**src/hdl/mam_pkg.sv**
```systemverilog
// Shared types and constants of the matrix audio mixer.
package mam_pkg;

  localparam int NUM_IN   = 4;
  localparam int NUM_OUT  = 8;
  localparam int SAMPLE_W = 32;
  localparam int COEF_W   = 16;
  localparam int KIND_W   = 2;
  localparam int IDX_W    = 5;
  localparam int CH_W     = 3;
  localparam int MUTE_W   = 8;

  localparam int OSEL_W    = $clog2(NUM_OUT);
  localparam int ISEL_W    = $clog2(NUM_IN);
  localparam int MIX_SLOTS = NUM_IN * NUM_OUT;

  // Datapath widths: sample times zero-extended gain, then sum of all inputs
  localparam int PROD_W      = SAMPLE_W + COEF_W + 1;
  localparam int ACC_W       = PROD_W + ISEL_W;
  localparam int MAG_W       = ACC_W - 1;
  localparam int FULL_W      = MAG_W + COEF_W;
  localparam int SCALE_SHIFT = 2 * (COEF_W - 1);
  localparam int QUO_W       = FULL_W - SCALE_SHIFT;

  localparam logic [COEF_W-1:0] UNITY = {1'b1, {(COEF_W-1){1'b0}}};

  // Item kinds on the input channel
  localparam logic [KIND_W-1:0] KIND_FRAME = 2'd0;
  localparam logic [KIND_W-1:0] KIND_MIX   = 2'd1;
  localparam logic [KIND_W-1:0] KIND_FADER = 2'd2;

  // Operations held in the queue between front and back
  typedef enum logic [1:0] {
    OP_FRAME,
    OP_MIX,
    OP_FADER
  } op_t;

  typedef struct packed {
    op_t                              op;
    logic [NUM_IN-1:0][SAMPLE_W-1:0]  samples;
    logic [IDX_W-1:0]                 idx;
    logic [COEF_W-1:0]                coef;
  } q_entry_t;

  typedef struct packed {
    logic [CH_W-1:0] ch;
    logic            last;
    logic            mute;
  } tag_t;

endpackage

```
**src/hdl/mam_queue.sv**
```systemverilog
// Short queue of classified items between front and back.
module mam_queue #(
  parameter int DEPTH = 2
) (
  input  logic              clk,
  input  logic              rst_n,
  input  logic              push,
  input  mam_pkg::q_entry_t push_data,
  output logic              full,
  input  logic              pop,
  output logic              head_valid,
  output mam_pkg::q_entry_t head
);

  localparam int PTR_W = $clog2(DEPTH);
  localparam int CNT_W = $clog2(DEPTH + 1);
  localparam logic [PTR_W-1:0] LAST_PTR = PTR_W'(DEPTH - 1);

  mam_pkg::q_entry_t mem_r [DEPTH];
  logic [PTR_W-1:0]  wr_ptr_r;
  logic [PTR_W-1:0]  rd_ptr_r;
  logic [CNT_W-1:0]  count_r;

  assign full       = (count_r == CNT_W'(DEPTH));
  assign head_valid = (count_r != '0);
  assign head       = mem_r[rd_ptr_r];

  // Store entries
  always_ff @(posedge clk) begin
    if (push) begin
      mem_r[wr_ptr_r] <= push_data;
    end
  end

  // Advance pointers and count
  always_ff @(posedge clk) begin
    if (!rst_n) begin
      wr_ptr_r <= '0;
      rd_ptr_r <= '0;
      count_r  <= '0;
    end else begin
      if (push) begin
        wr_ptr_r <= (wr_ptr_r == LAST_PTR) ? '0 : wr_ptr_r + 1'b1;
      end
      if (pop) begin
        rd_ptr_r <= (rd_ptr_r == LAST_PTR) ? '0 : rd_ptr_r + 1'b1;
      end
      if (push && !pop) begin
        count_r <= count_r + 1'b1;
      end else if (pop && !push) begin
        count_r <= count_r - 1'b1;
      end
    end
  end

endmodule

```
**config.mk**
```make
export PLATFORM = sky130hd
export DESIGN_NAME = mam_queue
export DESIGN_NICKNAME = d
export VERILOG_FILES = /design/src/hdl/mam_pkg.sv /design/src/hdl/mam_queue.sv
export SDC_FILE = /design/constraint.sdc
export NUM_CORES = 1
export LEC_CHECK = 0
export BUFFER_PORTS_ARGS = -buffer_cell sky130_fd_sc_hd__buf_4
export CORE_MARGIN = 4
export CORE_UTILIZATION = 35
export CTS_CLUSTER_SIZE = 12
export DETAILED_ROUTE_END_ITERATION = 8
export GPL_TIMING_DRIVEN = 0
export SYNTH_ARGS = -nofsm -noshare
export SYNTH_HDL_FRONTEND = slang
export SYNTH_SLANG_ARGS = --single-unit
export TNS_END_PERCENT = 20
```
**constraint.sdc**
```tcl
create_clock -name clk -period 15.43 [get_ports clk]
set_clock_uncertainty 0.05 [all_clocks]
set_input_delay 0.7715 -clock clk [delete_from_list [all_inputs] [get_ports clk]]
set_output_delay 0.7715 -clock clk [all_outputs]
set_load 0.03 [all_outputs]
```
Word-level counts from Yosys, hierarchy flattened:

Memories as Yosys holds them, arrays and structs flattened. A register that Yosys moved wholly into a read port is not among the register bits.
Cells that the tools add are included.

* latch bits: 0
* output and inout port bits: 153
* memories: 1
* bits in writable memories: 302
* register bits: 4
* logic and storage cells: 23
* bits of input ports: 155
* bits in read-only memories: 0

Memories
* mem_r: depth 2, bits a word 151, rd ports 1, clocked after memory_dff 1, write ports 1, line mam_queue.sv:19 `mam_pkg::q_entry_t mem_r [DEPTH];`

* div/mod/pow operators: 0
* reductions and logical operators: 6
* $mul: 0
* mux-type cells: 8
* $add $sub $neg: 4
* equal/unequal tests: 1
* shifts and indexed selects: 0
* magnitude comparators: 0
* bitwise operators: 0

Operators with widths (number)
* $mux 1: 6
* $mux 2: 2
* $reduce_bool 2->1: 2
* $add 1x1->1 const B: 2
* $add 2x1->2 const B: 1
* $eq 2x2->1 const B: 1
* $logic_and 1x1->1: 2
* $logic_not 1->1: 2
* $sub 2x1->2 const B: 1

Depth between registers and ports, before layout:

* word-level depth: 4
* gate-level depth with buffers: 5
* depth with buffers taken out: 5

Least setup slack after synthesis:

Ideal clock, no wire load.

* kind: input port to flip-flop
* from: in push
* to: mem mem_r[0][0] in the netlist's numbering (enable)
* required time: 14.699 ns
* cell stages on the path: 1
* data arrival time: 7.333 ns
* setup slack: 7.365 ns
* buffers on the path: 0
* setup time: 0.681 ns
* cells stage by stage: nor2b_1

* word-level cells in the longest chain between the ends: 2

Ends and longest elaborated chain
* start: declaration: line mam_queue.sv:7 `input logic push,`
* $mux 1: line mam_queue.sv:30 `if (push) begin`
* $mux 1 (implied by the code): line mam_queue.sv:31 `mem_r[wr_ptr_r] <= push_data;`
* end: declaration: line mam_queue.sv:19

No other way between the ends.

==> results.ini <==
[run_status]
outcome = finished, final reports clean

[power]
seq_power_share_pct = 47.2
switching_share_pct = 23.3
vdd_drop_max_uv = 86.5
p_leak_uw = 0.00602
total_power_uw = 2060
power_density_nw_per_um2 = 132
switchingPower_uw = 481
p_comb_share_pct = 15.4
intPower_uw = 1580
pwr-share-clk_pct = 37.4

[yosys]
ys_ff_latch = 307
yosysWarningCount = 0
ys_seq_area_share_pct = 79.9
synth_area_leaders = edfxtp_1, mux2_4, mux2_2
ys_types = 17
synthCells = 492
syn-num-nets = 648
netlist_area_um2 = 11500
yosys.area.top_type = edfxtp_1
synth_top_area_share_pct = 79.0
avgSynthCellArea_um2 = 23.3

[global_routing]
grt_max_degree = 60
grt.total_usage_pct = 12.7
grt_pass1_vias = 6170
grt_pass1_wl_mm = 35.5
gr-total-overflow = 0
antenna_found_initial = 0

[floorplan]
dieArea_um2 = 35800
core_area_um2 = 32500
die_x_um = 189
dieHeight_um = 189
rows = 66
initial_core_util_pct = 35.4
ioPinCount = 308

[setup_path]
worstSetupPathType = flop to primary output
r2r_slack_ns = 13.51
cp.arrival_ns = 1.88
reg2reg_depth = 4
rr_startpoint = wr_ptr_r$_SDFFE_PN0P_
crit_fanout = 10
crit_end = head[49]
start_kind = flop
worstReg2RegEnd = mem_r[0][64]$_DFFE_PP_
required_ns = 14.61
cp-end-kind = primary output

[sta]
period_minus_slack_ns = 2.70
finalCritPeriodShare_pct = 17.5
setup_tns_ns = 0
max_slew_margin_pct = 49.3
drv_slew = 0
worst_slew_pin_slew_ns = 0.760
fmax_mhz = 370
setup_violations = 0
hold_viol_final = 0
rsz0062_at_grt = false

[routing]
vias = 5654
wl_per_cell_um = 18.1
top_layer_used = met4
drt_pass1_iterations = 4
wl_met2_mm = 11.6
wl_met1_mm = 8.91
initialDrtViolationCount = 210
via_per_inst = 4.33
drc = 0
route.met3.wl_mm = 2.55
ant_nets = 0
wirelength_mm = 23.7

[cts]
cts_tree = done
cts_root_buf = clkbuf_16
post_cts_resize_count = 0
htree_levels = 2
cts.sinks = 307
clock_latency_ns = 0.49
ctsLongestPathBuffers = 3
path_clk_slew_ns = 0.06
numCtsBuffers = 34
post_cts_buffers = 0
holdBufCountCts = 0

[cells_and_area]
antennaDiodeCount = 0
layout.cells.most_common = buf_4
fin_util_pct = 48.1
final_nets = 999
nFillCells = 2755
layout.cells.non_filler = 1307
final_area_um2 = 15600
layout_common_cells = buf_4, edfxtp_1, mux2_4
areaGrowthSynthToFinish_pct = 36.0
layout-drive-gt1-share_pct = 61.2

[placed_design]
io_buffers = 307
gp_congestion = 0.703
post_dp_cell_area_um2 = 14500
dp.cells = 1249
hpwl_mm = 16.5

[job]
drv_cap = 0

[worst_hold_path]
hp-class = input port to flop

-- cells in the mapped netlist, drive strengths merged --
cell    count
and2        4
mux2      151
nor2b       3
ha          1
buf        17
xnor2       1
or3         1
a21boi      1
o21ai       1
dfxtp       5
inv         1
edfxtp    302
xor2        2
o21a        1
or2         1
-- metal layers --
metal	vias to the layer above	global-route usage [%]
li1	2657	-
met1	2752	14.4
met2	210	21.6
met3	35	5.77
met4	0	3.84
met5	-	0
-- power by group through the flow --
| stage | Sequential, uW | Combinational (uW) | Clock (uW) |
|---|---|---|---|
| 6_report | 974 | 317 | 771 |
| 5_1_grt | 977 | 336 | 835 |
| 4_1_cts | 974 | 324 | 801 |
| 3_5_place_dp | 992 | 323 | 0 |
| 3_3_place_gp | 1000 | 313 | 0 |
| 2_1_floorplan | 997 | 192 | 0 |
-- flip-flops by register name, indices dropped and copies added, names as in the netlist, named ones only --
register,flops
mem_r,302
wr_ptr_r,1
rd_ptr_r,1
count_r,2
-- cell type report --
class | count | area, um2 | area share (%)
Buffer | 17 | 154 | 0.986
Clock buffer | 46 | 970 | 6.21
Clock inverter | 12 | 101 | 0.649
Inverter | 1 | 3.75 | 0.0240
Multi-Input combinational cell | 167 | 2160 | 13.9
Sequential cell | 307 | 9170 | 58.7
Tap cell | 442 | 553 | 3.54
Timing Repair Buffer | 315 | 2490 | 16.0
-- kinds of logic (layout without fill, tap and decap cells) --
kind of cell | after synthesis | after routing | share of synthesized area [%]
AOI/OAI and AO/OA | 3 | 3 | 0.174
xor gates and xnor gates | 3 | 3 | 0.229
adders and majority gates | 1 | 1 | 0.109
buffers and inverters | 18 | 391 | 1.37
DFF | 307 | 307 | 79.9
muxes | 151 | 151 | 17.8
and+or+nand+nor | 9 | 9 | 0.491
-- critical path, stage by stage (launching register included) --
cell and delay [ns]:
dfxtp_1 0.32, buf_6 0.13, buf_6 0.21, buf_6 0.22, mux2_4 0.31, buf_4 0.18
-- worst min path at each step --
stage                             from  slack (ns)  cells past startpoint                       to
6_report                  push_data[2]        0.41                      1    mem_r[0][2]$_DFFE_PP_
3_3_place_gp   count_r[1]$_SDFFE_PN0P_        0.44                      2  count_r[1]$_SDFFE_PN0P_
2_1_floorplan  count_r[1]$_SDFFE_PN0P_        0.42                      2  count_r[1]$_SDFFE_PN0P_
4_1_cts                  push_data[78]        0.37                      1   mem_r[1][78]$_DFFE_PP_
5_1_grt                  push_data[78]        0.38                      1   mem_r[1][78]$_DFFE_PP_
3_5_place_dp   count_r[1]$_SDFFE_PN0P_        0.46                      2  count_r[1]$_SDFFE_PN0P_
-- metrics by stage --
step | hold WS (ns) | worst slack [ns]
after floorplan | 0.418 | 7.37
after global placement | 0.438 | 2.50
after detailed placement | 0.459 | 12.90
after CTS | 0.371 | 12.66
after global routing | 0.376 | 12.63
final | 0.406 | 12.73
No activity file was read; power rests on OpenSTA's default activity.
