**config.mk**
```make
export PLATFORM = sky130hd
export DESIGN_NAME = mam_front_flat
export DESIGN_NICKNAME = d
export VERILOG_FILES = /design/src/hdl/mam_pkg.sv /design/src/hdl/mam_in_if.sv /design/src/hdl/mam_front.sv /design/src/flat_wrapper.sv
export SDC_FILE = /design/constraint.sdc
export NUM_CORES = 1
export LEC_CHECK = 0
export ABC_CLOCK_PERIOD_IN_PS = 800
export BUFFER_PORTS_ARGS = -buffer_cell sky130_fd_sc_hd__buf_2
export CORE_AREA = 2 2 119 121
export DETAILED_ROUTE_END_ITERATION = 6
export DIE_AREA = 0 0 121 123
export PLACE_DENSITY = 0.47
export SLEW_MARGIN = 20
export SYNTH_ARGS = -nofsm -noshare
export SYNTH_HDL_FRONTEND = slang
export SYNTH_SLANG_ARGS = --single-unit
```
**constraint.sdc**
```tcl
create_clock -name vclk -period 0.8
set_input_delay 0.12 -clock vclk [all_inputs]
set_output_delay 0.12 -clock vclk [all_outputs]
set_load 0.1 [all_outputs]
```
**src/hdl/mam_pkg.sv**
```systemverilog
// Shared types and constants of the matrix audio mixer.
package mam_pkg;

  localparam int NUM_IN   = 4;
  localparam int NUM_OUT  = 8;
  localparam int SAMPLE_W = 32;
  localparam int COEF_W   = 16;
  localparam int KIND_W   = 2;
  localparam int IDX_W    = 5;
  localparam int CH_W     = 3;
  localparam int MUTE_W   = 8;

  localparam int OSEL_W    = $clog2(NUM_OUT);
  localparam int ISEL_W    = $clog2(NUM_IN);
  localparam int MIX_SLOTS = NUM_IN * NUM_OUT;

  // Datapath widths: sample times zero-extended gain, then sum of all inputs
  localparam int PROD_W      = SAMPLE_W + COEF_W + 1;
  localparam int ACC_W       = PROD_W + ISEL_W;
  localparam int MAG_W       = ACC_W - 1;
  localparam int FULL_W      = MAG_W + COEF_W;
  localparam int SCALE_SHIFT = 2 * (COEF_W - 1);
  localparam int QUO_W       = FULL_W - SCALE_SHIFT;

  localparam logic [COEF_W-1:0] UNITY = {1'b1, {(COEF_W-1){1'b0}}};

  // Item kinds on the input channel
  localparam logic [KIND_W-1:0] KIND_FRAME = 2'd0;
  localparam logic [KIND_W-1:0] KIND_MIX   = 2'd1;
  localparam logic [KIND_W-1:0] KIND_FADER = 2'd2;

  // Operations held in the queue between front and back
  typedef enum logic [1:0] {
    OP_FRAME,
    OP_MIX,
    OP_FADER
  } op_t;

  typedef struct packed {
    op_t                              op;
    logic [NUM_IN-1:0][SAMPLE_W-1:0]  samples;
    logic [IDX_W-1:0]                 idx;
    logic [COEF_W-1:0]                coef;
  } q_entry_t;

  typedef struct packed {
    logic [CH_W-1:0] ch;
    logic            last;
    logic            mute;
  } tag_t;

endpackage

```
**src/hdl/mam_in_if.sv**
```systemverilog
// Input channel of the mixer: frames and gain writes.
interface mam_in_if;
  logic                                valid;
  logic                                ready;
  logic [mam_pkg::KIND_W-1:0]          kind;
  logic signed [mam_pkg::SAMPLE_W-1:0] in_sample_0;
  logic signed [mam_pkg::SAMPLE_W-1:0] in_sample_1;
  logic signed [mam_pkg::SAMPLE_W-1:0] in_sample_2;
  logic signed [mam_pkg::SAMPLE_W-1:0] in_sample_3;
  logic [mam_pkg::IDX_W-1:0]           target_index;
  logic [mam_pkg::COEF_W-1:0]          coefficient;

  modport source (output valid, kind, in_sample_0, in_sample_1, in_sample_2, in_sample_3,
                  target_index, coefficient, input ready);
  modport sink   (input valid, kind, in_sample_0, in_sample_1, in_sample_2, in_sample_3,
                  target_index, coefficient, output ready);
endinterface

```
**src/hdl/mam_front.sv**
```systemverilog
// Front end: accepts input transactions, clamps gains and drops void items.
module mam_front (
  mam_in_if.sink             in_ch,
  input  logic               q_full,
  output logic               push,
  output mam_pkg::q_entry_t  entry
);

  logic keep;

  // Take a transaction whenever the queue has room
  assign in_ch.ready = !q_full;

  // Classify the item and build the queue entry
  always_comb begin
    entry.op         = mam_pkg::OP_FRAME;
    entry.samples[0] = in_ch.in_sample_0;
    entry.samples[1] = in_ch.in_sample_1;
    entry.samples[2] = in_ch.in_sample_2;
    entry.samples[3] = in_ch.in_sample_3;
    entry.idx        = in_ch.target_index;
    entry.coef       = (in_ch.coefficient > mam_pkg::UNITY) ? mam_pkg::UNITY
                                                            : in_ch.coefficient;
    keep             = 1'b0;
    unique case (in_ch.kind)
      mam_pkg::KIND_FRAME: begin
        entry.op = mam_pkg::OP_FRAME;
        keep     = 1'b1;
      end
      mam_pkg::KIND_MIX: begin
        entry.op = mam_pkg::OP_MIX;
        keep     = {1'b0, in_ch.target_index} < (mam_pkg::IDX_W+1)'(mam_pkg::MIX_SLOTS);
      end
      mam_pkg::KIND_FADER: begin
        entry.op = mam_pkg::OP_FADER;
        keep     = {1'b0, in_ch.target_index} < (mam_pkg::IDX_W+1)'(mam_pkg::NUM_OUT);
      end
      default: begin
        // drop the unused kind
        keep = 1'b0;
      end
    endcase
    push = in_ch.valid && in_ch.ready && keep;
  end

endmodule

```
**src/flat_wrapper.sv**
```systemverilog
// flat-port wrapper written by rule: the top's interface ports become plain ports
module mam_front_flat 
  (q_full, push, entry, in_ch_valid, in_ch_kind, in_ch_in_sample_0, in_ch_in_sample_1, in_ch_in_sample_2, in_ch_in_sample_3, in_ch_target_index, in_ch_coefficient, in_ch_ready);
  mam_in_if in_ch_i ();
  input  logic q_full;
  output logic push;
  output mam_pkg::q_entry_t entry;
  input wire logic [$bits(in_ch_i.valid)-1:0] in_ch_valid;
  input wire logic [$bits(in_ch_i.kind)-1:0] in_ch_kind;
  input wire logic [$bits(in_ch_i.in_sample_0)-1:0] in_ch_in_sample_0;
  input wire logic [$bits(in_ch_i.in_sample_1)-1:0] in_ch_in_sample_1;
  input wire logic [$bits(in_ch_i.in_sample_2)-1:0] in_ch_in_sample_2;
  input wire logic [$bits(in_ch_i.in_sample_3)-1:0] in_ch_in_sample_3;
  input wire logic [$bits(in_ch_i.target_index)-1:0] in_ch_target_index;
  input wire logic [$bits(in_ch_i.coefficient)-1:0] in_ch_coefficient;
  output wire logic [$bits(in_ch_i.ready)-1:0] in_ch_ready;
  assign in_ch_i.valid = in_ch_valid;
  assign in_ch_i.kind = in_ch_kind;
  assign in_ch_i.in_sample_0 = in_ch_in_sample_0;
  assign in_ch_i.in_sample_1 = in_ch_in_sample_1;
  assign in_ch_i.in_sample_2 = in_ch_in_sample_2;
  assign in_ch_i.in_sample_3 = in_ch_in_sample_3;
  assign in_ch_i.target_index = in_ch_target_index;
  assign in_ch_i.coefficient = in_ch_coefficient;
  assign in_ch_ready = in_ch_i.ready;
  mam_front u_core (.in_ch(in_ch_i), .q_full(q_full), .push(push), .entry(entry));
endmodule
```
=== Yosys cells after proc, flatten, opt, wreduce, memory -nomap -nowiden ===
Cells that the tools add are included.

* Reduce and logical (&&, ||, !) cells: 5
* Order comparisons: 2
* Equality and inequality tests: 2
* Mux-type cells: 3

{| class="wikitable"
|+ Operators with widths
! cell !! count
|-
| greater-than comparator 16 bit (second input constant) || 1
|-
| two-way mux 16 bit || 1
|-
| < comparator 5 x 4 -> 1 bit (second input constant) || 1
|-
| case mux 2 bit (2 select lines) || 1
|-
| == test 2 x 1 -> 1 bit (second input constant) || 1
|-
| == test 2 bit (second input constant) || 1
|-
| logical AND 1 bit || 2
|-
| logical NOT 2 bit || 1
|-
| case mux 1 bit (2 select lines) || 1
|-
| OR reduction 2 bit || 1
|-
| logical NOT 1 bit || 1
|}

* Register bits after elaboration: 0
* Output and inout port bits: 153
* Logic and storage cells: 12
* Input port bits: 153

=== Logic depth before layout (Yosys ltp) ===
Gate-level depths: netlist (run 1).

* Word-level depth: 4
* Mapped depth: 2
* Gate-level depth less buffers: 2

=== Worst setup path before layout (run 1) ===
No wires, ideal clock.

* Kind: in2out
* From: input q_full
* To: output push
* Data arrival time: 1.627 ns
* Data required time: 0.680 ns
* Slack: -0.947 ns
* Buffers on the path: 0
* Stages on the path: 2
* Path through: inv_1 > and3_1

* Word-level cells in the longest chain between the ends: 3

{| class="wikitable"
|+ RTL lines
! what !! RTL line !! RTL
|-
| start: declaration || flat_wrapper.sv:5 || <nowiki>input logic q_full;</nowiki>
|-
| logical NOT 1 bit || mam_front.sv:12 || <nowiki>assign in_ch.ready = !q_full;</nowiki>
|-
| logical AND 1 bit (2 in a row) || mam_front.sv:43 || <nowiki>push = in_ch.valid && in_ch.ready && keep;</nowiki>
|-
| end: declaration || flat_wrapper.sv:6 || <nowiki>output logic push;</nowiki>
|}

Every way passes these cells.

=== Worst setup path in the final report (run 1) ===
* From: input in_ch_target_index[4]
* To: output push

* Word-level cells in the longest chain between the ends: 3

{| class="wikitable"
|+ RTL lines
! what !! RTL line !! RTL
|-
| start: declaration || flat_wrapper.sv:14 || <nowiki>input wire logic [$bits(in_ch_i.target_index)-1:0] in_ch_target_index;</nowiki>
|-
| < comparator 5 x 4 -> 1 bit || mam_front.sv:36 || <nowiki>keep = {1'b0, in_ch.target_index} < (mam_pkg::IDX_W+1)'(mam_pkg::NUM_OUT);</nowiki>
|-
| case mux 1 bit (2 select lines) || mam_front.sv:25 || <nowiki>unique case (in_ch.kind)</nowiki>
|-
| logical AND 1 bit || mam_front.sv:43 ||
|}

Every way passes these cells.

==> results.py, run 1 <==
metrics = {
    "route": {
        "vias": 487,
        "antenna_left": 0,
        "first_pass_iters": 2,
        "finalWirelength_microns": 3160,
        "wl_per_cell_microns": 12.5,
        "drtIter0Drc": 17,
        "drc": 0,
        "viasPerCell": 1.92,
    },
    "timing": {
        "fmax_mhz": 1050,
        "fin_ws_ps": -150,
        "hold_viol_final": 0,
        "rsz0062_at_grt": "yes",
        "slew_viol_final": 0,
        "max_slew_margin_pct": 89.1,
        "fin_crit_ps": 950,
        "whs_ps": 240,
        "worst_pin_slew_ps": 164,
        "setup_viol": 7,
        "period_share_pct": 119,
    },
    "synthesis": {
        "synth-simple-area-share_pct": 10.0,
        "synth.area.top_cells": "buf_4 89%, nor2b_1 8.8%, and2b_1 0.66%",
        "synth_cell_types": 7,
        "synth_warnings": 0,
        "synth.area.mux_share_pct": 0,
        "avgSynthCellArea_sq_um": 7.32,
        "synth_compound_area_share_pct": 0.662,
        "synth-adder-area-share_pct": 0,
        "synth_xor_area_share_pct": 0,
        "synth_top_area_share_pct": 88.6,
        "synthesis.area_sq_mm": 0.00113,
        "ys_seq_area_share_pct": 0,
        "synth_top_family_by_area": "buffers and inverters",
        "synth_fp_nets": 308,
        "synth_cells": 155,
        "yosys.area.top_type": "buf_4",
    },
    "finish": {
        "clkbuf_count": 0,
        "syn_to_final_growth_pct": 4.52,
        "final_cell_mix": "23 x buf_12, 17 x buf_2, 16 x nor2b_4",
        "mostFrequentLayoutCell": "buf_12",
        "final_cells": 253,
        "regArea_sq_um": 0,
        "nets": 228,
        "n_sequential_cell": 0,
        "layout-drive-gt1-share_pct": 100,
        "antenna_cells": 0,
    },
    "critical_path": {
        "required_ps": 680,
        "critPathKind": "input pin to primary output",
        "worstPathMaxFanout": 2,
        "cp-start-kind": "input pin",
        "worstSetupEndpointType": "primary output",
        "crit_arrival_ps": 830,
    },
    "floorplanning": {
        "die_area_sq_mm": 0.0149,
        "die_w_microns": 121,
        "num_rows": 43,
        "die_y_microns": 123,
        "pin_count": 306,
        "core_sq_mm": 0.0136,
        "start_util_pct": 8.34,
    },
    "global_routing": {
        "first_global_vias": 532,
        "grt_max_degree": 8,
        "antenna_found_initial": 0,
        "gr-usage-all-layers_pct": 3.54,
        "grt_pass1_wl_microns": 3840,
        "grt-ovfl-total": 0,
    },
    "pwr": {
        "power_density_mw_per_mm2": 821,
        "p_leak_nw": 0.480,
        "peakVddDrop_mv": 0.236,
    },
    "flow_run": {
        "maxCapViolCount": 0,
    },
    "placement": {
        "dpl_worst_slack_ps": -171,
        "placedCellCount": 252,
        "dpl.hpwl_microns": 2730,
        "io_buffers": 44,
        "place_congestion": 0.534,
    },
    "hold_path": {
        "holdPathStages": 0,
        "whs_endpoint": "entry[102]",
        "hp-start": "in_ch_in_sample_2[17]",
        "hp-class": "input pin to primary output",
    },
    "status": {
        "status": "finished, violations left",
        "violations": "negative setup slack",
    },
}
logic make-up (layout without fill, tap and decap cells):
family,count (synthesis),count (layout)
AND/OR/NAND/NOR,18,18
AO/OA/AOI/OAI,1,1
buffers and inverters,136,54
Yosys cell counts:
cell type	n
and2b_1	1
and3_1	1
buf_4	134
clkbuf_1	1
inv_1	1
nor2b_1	16
o31ai_1	1
routing by layer:
layer / GRT usage (%) / routed length [microns] / vias to the layer above
li1: - / - / 168
met1: 3.50 / 815 / 185
met2: 3.16 / 1150 / 62
met3: 2.17 / 595 / 72
met4: 7.34 / 600 / 0
met5: 0 / 0 / -
worst max path at each step:
stage | slack (ps) | depth (start not counted) | startpoint | to
6_report | -150 | 4 | in_ch_target_index[4] | push
5_1_grt | -180 | 4 | in_ch_target_index[4] | push
4_1_cts | -150 | 4 | in_ch_target_index[4] | push
3_5_place_dp | -170 | 4 | in_ch_kind[0] | push
3_3_place_gp | -190 | 4 | in_ch_kind[0] | push
2_1_floorplan | -260 | 2 | q_full | push
area by class of cell:
type	count	area [sq um]
inverter	1	7.51
multi-input combinational	19	262
fill	1558	12400
timing repair buffer	53	692
tap	180	225
repair_timing:
action                                  4_1_cts  5_1_grt
resized for setup                            16        2
pin swaps                                     2        0
hold buffers                                  0        0
setup buffers                                 1        0
gates cloned                                  0        0
endpoints found under the setup margin       17       17
worst max-delay path: stages:
cell,delay [ps]
buf_8,100
o31ai_4,220
and3_4,220
buf_12,170
power breakdown:
part | total (mW) | switching, mW | internal (mW)
combinational | 0.973 | 0.577 | 0.396
clock | 0 | 0 | 0
sequential | 0 | 0 | 0
total | 0.973 | 0.577 | 0.396
through the flow:
step / power [mW] / cell area (sq um) / setup TNS [ps] / utilization, %
after CTS: 0.977 / 1180 / -233 / 8.66
after global placement: 0.932 / 1100 / -985 / 8.11
after global routing: 1.00 / 1190 / -455 / 8.71
final: 0.973 / 1190 / -231 / 8.71
after detailed placement: 0.932 / 1100 / -957 / 8.11
after floorplan: 3.65 / 1280 / -1050 / -
(Power assumes the default switching activity.)
==> run 2, diff against run 1 <==
- PLACE_DENSITY: 0.47 -> 0.42
- SKIP_LAST_GASP: not set -> 1
==> run 2 against run 1 <==
The flow still finishes with violations (negative setup slack). Via count is 10% higher. Cell count is 0.40% lower. Fmax is 1.2% lower. Flip-flop and latch count stayed put. Routed wire length is 1.2% higher. Utilization hardly changed. Non-clock buffer count is 1 lower. Final area is 0.42% higher. Sequential share of layout area stayed put. Total power hardly changed.
==> results.py, run 2 (synthesis gave the netlist of run 1 again) <==
metrics = {
    "critical_path": {
        "required_ps": 680,
        "cp_slowest_stage_delay_ps": 230,
        "worstSetupEndpointType": "primary output",
        "critPathLaunch": "in_ch_target_index[4]",
        "worstPathMaxFanout": 2,
        "crit_arrival_ps": 840,
        "path_cells": "buf_8 > o31ai_4 > and3_4 > buf_12",
        "critPathKind": "input pin to primary output",
        "cp-start-kind": "input pin",
        "crit_slowest_cell": "o31ai_4",
    },
    "global_routing": {
        "first_global_vias": 613,
        "antenna_found_initial": 0,
        "grt-ovfl-total": 0,
        "gr-usage-all-layers_pct": 3.58,
        "busiest_layer": "met4",
        "grt_max_degree": 9,
        "grt_use_met3_pct": 3.41,
        "grt_pass1_wl_microns": 3980,
        "met2_usage_pct": 4.04,
        "grt_use_met1_pct": 2.22,
    },
    "timing": {
        "worst_pin_slew_ps": 169,
        "setup_viol": 17,
        "fin_crit_ps": 961,
        "max_slew_margin_pct": 88.7,
        "hold_viol_final": 0,
        "whs_ps": 240,
        "tns_ps": -344,
        "rsz0062_at_grt": "yes",
        "fin_ws_ps": -161,
        "fmax_mhz": 1040,
        "period_share_pct": 120,
        "slew_viol_final": 0,
    },
    "status": {
        "status": "finished, violations left",
        "violations": "negative setup slack",
    },
    "placement": {
        "place_congestion": 0.572,
        "placedCellCount": 250,
        "place_area_sq_mm": 0.00109,
        "dpl.hpwl_microns": 2650,
        "dpl_worst_slack_ps": -205,
        "io_buffers": 44,
    },
    "floorplanning": {
        "start_util_pct": 8.34,
        "die_area_sq_mm": 0.0149,
        "pin_count": 306,
        "core_sq_mm": 0.0136,
        "num_rows": 43,
        "die_w_microns": 121,
        "die_y_microns": 123,
    },
    "hold_path": {
        "hp-class": "input pin to primary output",
        "holdPathStages": 0,
        "whs_endpoint": "entry[100]",
        "hp-start": "in_ch_in_sample_2[15]",
    },
    "pwr": {
        "comb_power_share_pct": 100.0,
        "peakVddDrop_mv": 0.356,
        "intPower_mw": 0.399,
        "seqPwrFrac_pct": 0,
        "p_leak_nw": 0.480,
        "power_density_mw_per_mm2": 817,
        "finalPower_mw": 0.973,
        "switchingPower_mw": 0.574,
        "switching_share_pct": 59.0,
        "p_clk_share_pct": 0,
    },
    "finish": {
        "final_area_sq_mm": 0.00119,
        "final_cell_mix": "23 x buf_12, 17 x buf_2, 16 x nor2b_4",
        "n_fill_cell": 1569,
        "layout-drive-gt1-share_pct": 100,
        "regArea_sq_um": 0,
        "clkbuf_count": 0,
        "multi_input_area_sq_um": 262,
        "final_core_util_pct": 8.75,
        "syn_to_final_growth_pct": 4.96,
        "n_sequential_cell": 0,
        "nets": 227,
        "final_cells": 252,
        "antenna_cells": 0,
        "mostFrequentLayoutCell": "buf_12",
    },
    "route": {
        "drtIter0Drc": 2,
        "viasPerCell": 2.13,
        "antenna_left": 0,
        "wl_per_cell_microns": 12.7,
        "finalWirelength_microns": 3200,
        "first_pass_iters": 2,
        "drc": 0,
        "vias": 538,
    },
    "flow_run": {
        "maxCapViolCount": 0,
    },
    "clocking": {
        "cts.hold.buffers_added": 0,
    },
}
run 2: how the worst max path moves through the flow:
stage	to	slack (ps)	depth (start not counted)
6_report	push	-160	4
5_1_grt	push	-200	4
4_1_cts	push	-170	4
3_5_place_dp	push	-200	4
3_3_place_gp	push	-180	4
2_1_floorplan	push	-260	2
run 2: cell type report:
| cell class | count | share of cell area, % |
|---|---|---|
| Tap cell | 180 | 18.9 |
| Inverter | 1 | 0.630 |
| Multi-Input combinational cell | 19 | 22.0 |
| Timing Repair Buffer | 52 | 58.5 |
run 2: power groups by stage:
stage / combinational (mW) / sequential [mW] / clock [mW]
finish: 0.973 / 0 / 0
global route: 1.00 / 0 / 0
CTS: 0.979 / 0 / 0
detailed placement: 0.920 / 0 / 0
global placement: 0.919 / 0 / 0
floorplan: 3.65 / 0 / 0
run 2: timing repair:
action | 4_1_cts | 5_1_grt
hold endpoints to repair | 0 | 0
setup buffers | 1 | 0
cloned | 1 | 0
pin swaps | 2 | 0
gates resized for setup | 16 | 2
setup endpoints to repair | 18 | 19
run 2: layer usage:
layer / wire length [microns] / vias up
met1: 620 / 180
li1: - / 167
met2: 1170 / 107
met3: 791 / 84
met5: 0 / -
met4: 618 / 0
run 2: critical path: cells and delay by family:
kind,cells,cell delay [ps]
AND/OR/NAND/NOR,1,220
AO/OA/AOI/OAI,1,230
buffers and inverters,2,270
==> run 3, diff against run 2 <==
- ABC_AREA: not set -> 1
- PLACE_DENSITY: 0.42 -> 0.43
==> run 3 against run 2 <==
Highest routed layer unchanged. Sequential share of layout area unchanged. Total power up 14%. Critical path type unchanged. Synthesized cell count increased by 24%. The run still ends with negative setup slack left. Largest power group unchanged.
==> results.py, run 3 <==
metrics = {
    "finish": {
        "antenna_cells": 0,
        "mostFrequentLayoutCell": "buf_12",
        "nets": 271,
        "final_core_util_pct": 11.6,
        "final_cell_mix": "25 x buf_12, 15 x inv_1, 15 x a21oi_4, 15 x buf_4, 14 x buf_6",
        "final_area_sq_mm": 0.00158,
        "regArea_sq_um": 0,
        "final_cells": 296,
        "n_sequential_cell": 0,
        "clkbuf_count": 0,
        "syn_to_final_growth_pct": 18.6,
        "layout-drive-gt1-share_pct": 87.1,
    },
    "route": {
        "wl_per_cell_microns": 15.8,
        "drtIter0Drc": 8,
        "drc": 0,
        "antenna_left": 0,
        "finalWirelength_microns": 4670,
        "first_pass_iters": 4,
        "viasPerCell": 2.51,
        "vias": 743,
    },
    "pwr": {
        "p_clk_share_pct": 0,
        "switchingPower_mw": 0.661,
        "finalPower_mw": 1.11,
        "comb_power_share_pct": 100.0,
        "power_density_mw_per_mm2": 701,
        "peakVddDrop_mv": 0.140,
        "switching_share_pct": 59.8,
        "seqPwrFrac_pct": 0,
        "intPower_mw": 0.444,
        "p_leak_nw": 0.611,
    },
    "global_routing": {
        "grt_max_degree": 17,
        "grt_pass1_wl_microns": 5820,
        "gr-usage-all-layers_pct": 5.38,
        "antenna_found_initial": 0,
        "first_global_vias": 767,
        "grt-ovfl-total": 0,
    },
    "timing": {
        "rsz0062_at_grt": "yes",
        "worst_pin_slew_ps": 203,
        "hold_viol_final": 0,
        "fin_crit_ps": 1200,
        "max_slew_margin_pct": 86.5,
        "slew_viol_final": 0,
        "period_share_pct": 150,
        "setup_viol": 15,
        "whs_ps": 240,
        "fin_ws_ps": -403,
        "tns_ps": -5890,
        "fmax_mhz": 831,
    },
    "clocking": {
        "cts.hold.buffers_added": 0,
    },
    "synthesis": {
        "ys_seq_area_share_pct": 0,
        "synth.area.top_cells": "buf_4 75%, a21oi_2 5.9%, inv_1 5.1%",
        "yosysMostFrequentCell": "buf_4",
        "synthesis.area_sq_mm": 0.00133,
        "synth_top_area_share_pct": 75.1,
        "yosys.area.top_type": "buf_4",
        "synth_cell_types": 15,
        "synth_warnings": 0,
        "avgSynthCellArea_sq_um": 6.92,
        "synth_fp_nets": 345,
        "synth_cells": 192,
        "yosys-top-cells-count": "133 x buf_4, 18 x inv_1, 11 x nor2_1",
    },
    "floorplanning": {
        "die_w_microns": 121,
        "pin_count": 306,
        "start_util_pct": 9.76,
        "core_sq_mm": 0.0136,
        "num_rows": 43,
        "die_area_sq_mm": 0.0149,
        "die_y_microns": 123,
    },
    "hold_path": {
        "hp-start": "in_ch_in_sample_3[16]",
        "whs_endpoint": "entry[133]",
        "holdPathStages": 0,
        "hp-class": "input pin to primary output",
    },
    "placement": {
        "io_buffers": 44,
        "dpl_worst_slack_ps": -490,
        "place_congestion": 0.712,
        "placedCellCount": 295,
        "dpl.hpwl_microns": 4260,
        "place_area_sq_mm": 0.00137,
    },
    "critical_path": {
        "crit_arrival_ps": 1080,
        "worstPathMaxFanout": 8,
        "cp-start-kind": "input pin",
        "required_ps": 680,
        "critPathKind": "input pin to primary output",
        "worstSetupEndpointType": "primary output",
    },
    "flow_run": {
        "maxCapViolCount": 0,
    },
    "status": {
        "status": "finished, violations left",
        "violations": "negative setup slack",
    },
}
-- run 3: power by group through the flow --
| stage | Clock [mW] | Sequential [mW] | Combinational (mW) |
|---|---|---|---|
| final | 0 | 0 | 1.11 |
| after global routing | 0 | 0 | 1.14 |
| after CTS | 0 | 0 | 1.04 |
| after detailed placement | 0 | 0 | 1.00 |
| after global placement | 0 | 0 | 0.997 |
| after floorplan | 0 | 0 | 3.70 |
-- run 3: what timing repair did --
item                                    4_1_cts  5_1_grt
cloned                                        0        0
pin swaps                                    13       16
endpoints found under the setup margin       17       19
gates resized for setup                      15       32
setup buffers                                 1        0
-- run 3: logic make-up after synthesis --
family          share of synthesized area [%]
buf+inv                                  82.9
compound gates                           9.42
simple gates                             7.72
-- run 3: cell type report --
class,count,area (sq um)
multi-input combinational,36,448
inverter,19,77.6
fill,1548,12000
timing repair buffer,61,826
tap,180,225
-- run 3: how the worst max path moves through the flow --
stage                                      from         to  slack (ps)
after CTS                  in_ch_coefficient[2]   entry[5]        -470
final                      in_ch_coefficient[9]   entry[1]        -400
after detailed placement   in_ch_coefficient[6]   entry[0]        -490
after global placement     in_ch_coefficient[4]   entry[0]        -470
after floorplan           in_ch_coefficient[15]  entry[10]        -700
after global routing       in_ch_coefficient[5]   entry[5]        -460
-- run 3: worst max-delay path, cell delays in order --
cell     delay, ps
buf_6          100
nor2_4         100
nand2_2         70
nor2_4         120
nand2_4         80
buf_12         160
a21oi_4        150
buf_12         190
-- run 3: routing by layer --
layer,vias up,wire [microns],track usage [%]
met3,24,1520,7.93
li1,285,-,-
met1,286,707,2.42
met2,148,2220,8.85
met5,-,0,1.74
met4,0,223,2.69
